[config.mk]
export PLATFORM = sky130hd
export DESIGN_NAME = ilis_cell
export DESIGN_NICKNAME = d
export VERILOG_FILES = /design/src/rtl/ilis_pkg.sv /design/src/rtl/ilis_cell.sv
export SDC_FILE = /design/constraint.sdc
export NUM_CORES = 1
export LEC_CHECK = 0
export BUFFER_PORTS_ARGS = -buffer_cell sky130_fd_sc_hd__buf_2
export CAP_MARGIN = 30
export CORE_MARGIN = 2
export CORE_UTILIZATION = 41
export DETAILED_ROUTE_END_ITERATION = 7
export GPL_TIMING_DRIVEN = 0
export PLACE_DENSITY = 0.92
export SKIP_CTS_REPAIR_TIMING = 1
export SYNTH_ARGS = -nofsm -noshare
export SYNTH_HDL_FRONTEND = slang
export SYNTH_SLANG_ARGS = --single-unit
export TNS_END_PERCENT = 5
[constraint.sdc]
create_clock -name clock -period 3.83 [get_ports clock]
set_input_delay 0.383 -clock clock [delete_from_list [all_inputs] [get_ports clock]]
set_output_delay 0.383 -clock clock [all_outputs]
set_load 0.01 [all_outputs]
[src/rtl/ilis_pkg.sv]
// Shared constants, types and helper functions for the indexed list block.
package ilis_pkg;

   localparam int DEPTH     = 64;
   localparam int POS_W     = $clog2(DEPTH);
   localparam int COUNT_W   = $clog2(DEPTH + 1);
   localparam int DATA_W    = 32;
   localparam int MODE_W    = 3;
   localparam int STATUS_W  = 2;

   localparam int TREE_LVLS = $clog2(DEPTH);
   localparam int LEAF_N    = 1 << TREE_LVLS;
   localparam int TREE_LAT  = (TREE_LVLS + 2) / 3;
   localparam int TLAT_W    = $clog2(TREE_LAT + 1);

   localparam int REQ_BITS    = MODE_W + POS_W + DATA_W;
   localparam int REQ_TDATA_W = ((REQ_BITS + 7) / 8) * 8;
   localparam int RSP_BITS    = STATUS_W + POS_W + DATA_W + COUNT_W;
   localparam int RSP_TDATA_W = ((RSP_BITS + 7) / 8) * 8;

   localparam logic [MODE_W-1:0] MODE_CLEAR  = 3'd0;
   localparam logic [MODE_W-1:0] MODE_INSERT = 3'd1;
   localparam logic [MODE_W-1:0] MODE_DELETE = 3'd2;
   localparam logic [MODE_W-1:0] MODE_SEARCH = 3'd3;
   localparam logic [MODE_W-1:0] MODE_READ   = 3'd4;

   localparam logic [STATUS_W-1:0] STAT_OK       = 2'd0;
   localparam logic [STATUS_W-1:0] STAT_RANGE    = 2'd1;
   localparam logic [STATUS_W-1:0] STAT_FULL     = 2'd2;
   localparam logic [STATUS_W-1:0] STAT_NOTFOUND = 2'd3;

   typedef enum logic [1:0] {
      CELL_HOLD,
      CELL_INSERT,
      CELL_DELETE
   } cell_op_type;

   typedef struct packed {
      cell_op_type        op;
      logic               search;
      logic [POS_W-1:0]   pos;
      logic [DATA_W-1:0]  value;
      logic [COUNT_W-1:0] count;
   } cell_ctl_type;

   typedef struct packed {
      logic              hit;
      logic [POS_W-1:0]  idx;
      logic [DATA_W-1:0] data;
   } node_type;

   typedef struct packed {
      logic signed [DATA_W-1:0] value;
      logic [POS_W-1:0]         position;
      logic [MODE_W-1:0]        mode;
   } req_type;

   typedef struct packed {
      logic [COUNT_W-1:0]       length;
      logic signed [DATA_W-1:0] read_value;
      logic [POS_W-1:0]         found_position;
      logic [STATUS_W-1:0]      status;
   } result_type;

   // The lower index wins when both halves report a hit.
   function automatic node_type node_merge(input node_type lo, input node_type hi);
      node_merge = lo.hit ? lo : hi;
   endfunction

endpackage

[src/rtl/ilis_cell.sv]
// One list cell: holds one entry, shifts with its neighbors and reports a lookup hit.
module ilis_cell (
   input  logic                          clock,
   input  logic [ilis_pkg::POS_W-1:0]    cell_idx,
   input  ilis_pkg::cell_ctl_type        ctl,
   input  logic [ilis_pkg::DATA_W-1:0]   left_value,
   input  logic [ilis_pkg::DATA_W-1:0]   right_value,
   output logic [ilis_pkg::DATA_W-1:0]   value,
   output ilis_pkg::node_type            leaf
);
   import ilis_pkg::*;

   logic [DATA_W-1:0] value_ff;
   logic [DATA_W-1:0] value_in;
   logic              in_range;

   always_comb begin
      value_in = value_ff;
      case (ctl.op)
         CELL_INSERT: begin
            if (cell_idx > ctl.pos) begin
               value_in = left_value;
            end else if (cell_idx == ctl.pos) begin
               value_in = ctl.value;
            end
         end
         CELL_DELETE: begin
            if (cell_idx >= ctl.pos) begin
               value_in = right_value;
            end
         end
         default: begin
            value_in = value_ff;
         end
      endcase
   end

   always_ff @(posedge clock) begin
      value_ff <= value_in;
   end

   assign in_range  = COUNT_W'(cell_idx) < ctl.count;
   assign value     = value_ff;
   assign leaf.hit  = in_range && (ctl.search ? (value_ff == ctl.value)
                                              : (cell_idx == ctl.pos));
   assign leaf.idx  = cell_idx;
   assign leaf.data = value_ff;

endmodule

Yosys cells after proc, flatten, opt, wreduce, memory -nomap -nowiden
Cells that the tools add are included.
{"block": "op_classes", "n_reduce_logical": 3, "eq_ne": 6, "order_cmp": 3, "n_mux": 5}
{"cell": "two-way mux 32 bit", "n": 3}
{"cell": "case mux 32 bit (2 select lines)", "n": 1}
{"cell": "equality test 32 bit", "n": 1}
{"cell": "less-than comparator 6 x 7 -> 1 bit", "n": 1}
{"cell": "equality test 6 bit", "n": 1}
{"cell": ">= comparator 6 bit", "n": 1}
{"cell": "greater-than comparator 6 bit", "n": 1}
{"cell": "!= test 3 bit (second input constant)", "n": 1}
{"cell": "AND reduction 3 bit", "n": 1}
{"cell": "equality test 2 x 1 -> 1 bit (second input constant)", "n": 1}
{"cell": "equality test 2 bit (second input constant)", "n": 1}
{"cell": "!= test 2 bit (second input constant)", "n": 1}
{"cell": "nonzero test 2 bit", "n": 1}
{"cell": "logical AND 1 bit", "n": 1}
{"cell": "two-way mux 1 bit", "n": 1}
{"block": "totals", "inputBits": 119, "ff_bits": 32, "elab_cells": 18, "output_inout_bits": 71}

Logic depth before layout (Yosys ltp)
Gate-level depths: netlist of the first run.
{"block": "logic_depth", "word_depth": 4, "mapped_depth": 8, "mapped_depth_nobuf": 7}

Least setup slack after synthesis of the first run
OpenSTA, ideal clock, no wires.
{"block": "synth_path", "kind": "in2reg", "startpoint": "in ctl[44] (netlist name)", "endpoint": "reg value_ff[0], in the netlist value[0], enable pin", "path_buffers": 0, "t_required_ps": 3390, "slack_ps": 564, "stages": 5, "setup_ps": 440, "arrival_ps": 2826, "path_cell_list": "inv_1 -> ha_1 -> and4_4 -> o21ai_2 -> a41oi_1"}
{"block": "synth_between", "elab_chain_cells": 3, "word_cells_on_any_way": 6, "classes_between": "order compare (2); eq/ne (3); reduce/logical (1)"}
{"item": "start: declaration", "line": "ilis_cell.sv:5", "source": "input ilis_pkg::cell_ctl_type ctl,"}
{"item": "greater-than comparator 6 bit, or another cell as far along", "line": "ilis_cell.sv:21", "source": "if (cell_idx > ctl.pos) begin"}
{"item": "!= test 3 bit (no source line) / != test 2 bit (equally long branches)"}
{"item": "AND reduction 3 bit (no source line) (*)"}
{"item": "end signal: assignment", "line": "ilis_cell.sv:39", "source": "value_ff <= value_in;"}
{"item": "end: declaration", "line": "ilis_cell.sv:13", "source": "logic [DATA_W-1:0] value_ff;"}
Every way passes the cells marked *; elsewhere a longest branch is shown, timed or not.
A chain may end at the register's enable or synchronous reset.

==> results.yml, run 1 <==
floorplanning:
  placeableCoreArea_mm2: 0.00603
  floorplan.initialDensity_pct: 43.1
  ios: 190
  dieArea_mm2: 0.00698
  rows: 28
  die_x_um: 83.6
  dieHeight_um: 83.6
global_routing:
  grt_max_degree: 19
  grt_first_pass_wirelength_um: 12700
  antenna_found_initial: 0
  grt.total_usage_pct: 22.7
  first_global_vias: 2732
  overflow: 0
routing:
  vias_per_cell: 4.92
  route.met3.wl_um: 588
  drc: 0
  met2WireLength_um: 4300
  wirelength_um: 8080
  drt-wirelength-per-cell_um: 15.1
  top_layer: "met4"
  m1WireLength_um: 3050
  firstDrtPassIters: 4
  ant_nets: 0
  num_vias: 2638
  dr.first_iter.drc_count: 48
setup_path:
  crit_arrival_ns: 2.17
  worst-path-buf-inv: 1
  critPathKind: "register to output pin"
  crit_family: "simple AND/OR/NAND/NOR gates"
  startpoint: "value[12]$_DFFE_PP_"
  cp.required_ns: 3.45
  cp-end-kind: "output pin"
  crit_chain: "xor2_1 -> nor4_1 -> nand4_1 -> o32a_1 -> a21oi_1 -> buf_2"
  startpoint_type: "register"
  critPathSlowestCell: "edfxtp_1"
  cp_slowest_stage_delay_ns: 0.43
  cp_max_fo: 3
worst_hold_path:
  min_from: "right_value[19]"
  min_delay_worst_endpoint: "value[19]$_DFFE_PP_"
  hold_class: "input pin to register"
  whs_path_depth: 3
final_layout:
  post-route-util_pct: 62.6
  layoutNonFillerInstCount: 536
  num_antenna_cells: 0
  largest_register_ffs: 32
  fin_nets: 590
  drive_gt1_share_pct: 52.7
  syn_to_final_growth_pct: 45.2
synthesis:
  syn_inst: 263
  synth_flop_cell: "edfxtp_1"
  postSynthAreaPerCell_um2: 9.87
  netlist_area_mm2: 0.00260
  yosys-top-cells-count: "38 x buf_4, 36 x a21oi_1, 32 x edfxtp_1, 32 x mux2i_1, 32 x nor2_1"
  yosysMostFrequentCell: "buf_4"
  synth_top_area_share_pct: 37.0
  ys_ff_latch: 32
  yosys.area.top_type: "edfxtp_1"
  synth_area_leaders: "edfxtp_1 37%, mux2i_1 12%, buf_4 11%"
  synth-seq-area-share_pct: 37.0
  synth_fp_nets: 393
  async_flop_share_pct: 0
  yosysWarnings: 0
  synth_cell_types: 27
  synth_edf_count: 32
clock_network:
  cts_root_buf: "clkbuf_8"
  cts_made_buffers: 5
  numClockSinks: 32
  cts_tree: "done"
  cts-htree-levels: 2
  clk_pin_slew_ns: 0.08
  cts_buffer_depth: 2
pwr:
  p_per_area_mw_per_mm2: 342
  power_mw: 1.29
  p_leak_nw: 1.95
  max-vdd-ir-drop_uv: 194
job:
  maxCapViolations: 0
place:
  dp.cells: 528
  io_buffers: 189
  place_hpwl_um: 6700
  gp_congestion: 0.845
  dp_slack_ns: 1.41
timing:
  finalSetupViolCount: 0
  slew_headroom_pct: 51.9
  fin_ws_ns: 1.28
  worst_pin_slew_ns: 0.719
  rsz0062_at_grt: "false"
  setup-tns-final_ns: 0
  maxSlewViolCount: 0
  fin_crit_sh_pct: 66.7
  layout_min_cycle_time_ns: 2.55
  max_freq_mhz: 391
  hold_violations: 0
run_status:
  status: "finished clean"
-- metal layers --
| metal | vias to the layer above | track usage (%) |
|---|---|---|
| met5 | - | 0 |
| met2 | 138 | 43.4 |
| met1 | 1207 | 24.8 |
| li1 | 1278 | - |
| met3 | 15 | 4.75 |
| met4 | 0 | 7.18 |
-- cells in the final DEF, fill, tap and decap left out, drive strengths merged, types with 2 or more instances in the layout --
| master | instances |
|---|---|
| a21o | 3 |
| a21oi | 36 |
| buf | 232 |
| clkbuf | 11 |
| clkinv | 3 |
| edfxtp | 32 |
| ha | 11 |
| inv | 12 |
| mux2i | 32 |
| nand2b | 2 |
| nand3 | 4 |
| nor2 | 32 |
| nor4 | 7 |
| o21ai | 2 |
| xnor2 | 2 |
| xor2 | 31 |
-- power breakdown --
part	internal, mW	leakage (nW)	switching [mW]
registers	0.455	0.303	0.0464
logic	0.273	1.60	0.251
clock network	0.127	0.0479	0.138
-- worst min-delay path: stages --
cell and delay [ns]:
buf_2 0.08, nor2_1 0.03, a21oi_1 0.09
-- kinds of logic (layout without fill, tap and decap cells) --
kind of cell | after synthesis | count (layout) | synth area share [%]
buffers and inverters | 60 | 258 | 15.0
and+or+nand+nor | 51 | 51 | 9.06
AOI/OAI and AO/OA | 44 | 44 | 10.1
xor gates and xnor gates | 33 | 33 | 11.1
muxes | 32 | 32 | 12.3
DFF | 32 | 32 | 37.0
adders and majority gates | 11 | 11 | 5.30
-- how the worst max path moves through the flow --
stage | end | slack, ns | depth (start not counted)
final | leaf[38] | 1.28 | 6
after global routing | leaf[38] | 1.13 | 6
after CTS | leaf[38] | 1.22 | 6
after detailed placement | value[3]$_DFFE_PP_ | 1.41 | 8
after global placement | value[13]$_DFFE_PP_ | -0.37 | 5
after floorplan | value[0]$_DFFE_PP_ | 0.56 | 5
-- area by class of cell --
cell class                 instances  area, um2
tap                               75       93.8
sequential                        32        961
clock buffer                       5       68.8
buffer                            48        345
inverter                          12       45.0
fill                             498       2260
timing repair buffer             190        973
clock inverter                     3       18.8
multi-input combinational        171       1260
-- stage by stage --
step | instance area, um2 | hold slack (ns)
final | 3770 | 0.420
after floorplan | 2600 | 0.613
after detailed placement | 3680 | 0.712
after global placement | 3640 | 0.705
after CTS | 3770 | 0.416
after global routing | 3770 | 0.423
Power figures use the tool's default switching activity.
==> run 2, diff against run 1 <==
- clock period: 3.83 -> 2.4 ns (I/O delays scaled with it)
==> results.yml, run 2 (synthesis gave the netlist of run 1 again) <==
clock_network:
  clk_pin_slew_ns: 0.07
  cts-htree-levels: 2
  numClockSinks: 32
  cts_buffer_depth: 2
  cts_root_buf: "clkbuf_8"
  cts_tree: "done"
  cts_made_buffers: 5
routing:
  firstDrtPassIters: 4
  ant_nets: 0
  num_vias: 2611
  drt-wirelength-per-cell_um: 15.5
  vias_per_cell: 4.85
  dr.first_iter.drc_count: 77
  wirelength_um: 8340
  drc: 0
global_routing:
  first_global_vias: 2654
  grt_max_degree: 18
  overflow: 0
  grt_first_pass_wirelength_um: 12600
  grt.total_usage_pct: 23.0
  antenna_found_initial: 0
timing:
  maxSlewViolCount: 0
  rsz0062_at_grt: "false"
  max_freq_mhz: 431
  slew_headroom_pct: 51.3
  finalSetupViolCount: 0
  hold_violations: 0
  fin_crit_sh_pct: 96.8
  layout_min_cycle_time_ns: 2.32
  setup-tns-final_ns: 0
  worst_pin_slew_ns: 0.728
setup_path:
  cp.required_ns: 2.16
  cp-end-kind: "output pin"
  critPathKind: "register to output pin"
  cp_max_fo: 3
  crit_arrival_ns: 2.08
  startpoint_type: "register"
place:
  gp_congestion: 0.878
  dp.cells: 528
  place_hpwl_um: 6850
  io_buffers: 189
run_status:
  status: "finished clean"
final_layout:
  final_common_cell: "buf_2"
  post-route-util_pct: 63.4
  fin_nets: 592
  syn_to_final_growth_pct: 47.0
  final_cell_mix: "189 x buf_2, 40 x buf_4, 36 x a21oi_1"
  num_antenna_cells: 0
  layoutNonFillerInstCount: 538
  drive_gt1_share_pct: 53.1
  largest_register_ffs: 32
pwr:
  p_sw_share_pct: 32.1
  p_comb_share_pct: 39.4
  max-vdd-ir-drop_uv: 271
  p_per_area_mw_per_mm2: 570
  p_clk_share_pct: 23.8
  p_leak_nw: 1.97
  internal_power_mw: 1.48
  power.switching_mw: 0.699
  p_seq_share_pct: 36.8
job:
  maxCapViolations: 0
floorplanning:
  floorplan.initialDensity_pct: 43.1
  placeableCoreArea_mm2: 0.00603
  dieArea_mm2: 0.00698
  dieHeight_um: 83.6
  rows: 28
  ios: 190
  die_x_um: 83.6
worst_hold_path:
  hold_class: "input pin to register"
run 2: changes by cell type in the layout (fill, tap and decap cells not counted), sizes merged:
cell,before,now
buf,232,234
clkbuf,11,12
bufinv,0,1
clkinv,3,1
run 2: final timing paths:
| path | end | cells past startpoint | start |
|---|---|---|---|
| max | leaf[38] | 6 | value[16]$_DFFE_PP_ |
| min | value[13]$_DFFE_PP_ | 3 | right_value[13] |
run 2: layer usage:
metal / track usage [%] / vias to the layer above / part of all wire, %
met1: 25.4 / 1182 / 38
li1: - / 1280 / -
met2: 44.0 / 143 / 54
met4: 6.45 / 0 / 0.77
met5: 0 / - / 0
met3: 4.55 / 6 / 7.2
run 2: power groups by stage:
stage	sequential, mW	clock, mW	combinational (mW)
after CTS	0.805	0.531	0.852
after floorplan	0.843	0	0.445
final	0.802	0.518	0.857
after global routing	0.813	0.550	0.923
after detailed placement	0.814	0	0.849
after global placement	0.812	0	0.814
run 2: through the flow:
| stage | setup WS [ns] | instance area, um2 | total power [mW] | hold WS [ns] |
|---|---|---|---|---|
| after floorplan | 0.0710 | 2600 | 1.29 | 0.470 |
| after global placement | -0.574 | 3640 | 1.63 | 0.561 |
| after detailed placement | 0.107 | 3680 | 1.66 | 0.568 |
| after CTS | -0.0658 | 3790 | 2.19 | 0.268 |
| after global routing | 0.0228 | 3820 | 2.29 | 0.280 |
| final | 0.0775 | 3820 | 2.18 | 0.279 |
run 2: final cells by class:
| cell class | count | area (um2) |
|---|---|---|
| Sequential cell | 32 | 961 |
| Timing Repair Buffer | 192 | 988 |
| Clock buffer | 6 | 72.6 |
| Buffer | 48 | 345 |
| Clock inverter | 2 | 35.0 |
| Inverter | 12 | 45.0 |
| Tap cell | 75 | 93.8 |
| Multi-Input combinational cell | 171 | 1280 |
| Fill cell | 515 | 2210 |
run 2: critical path: stages, from the launching register on:
cell and delay [ns]:
edfxtp_1 0.43, xor2_1 0.18, nor4_1 0.33, nand4_1 0.22, o32a_1 0.36, a21oi_1 0.13, buf_2 0.15
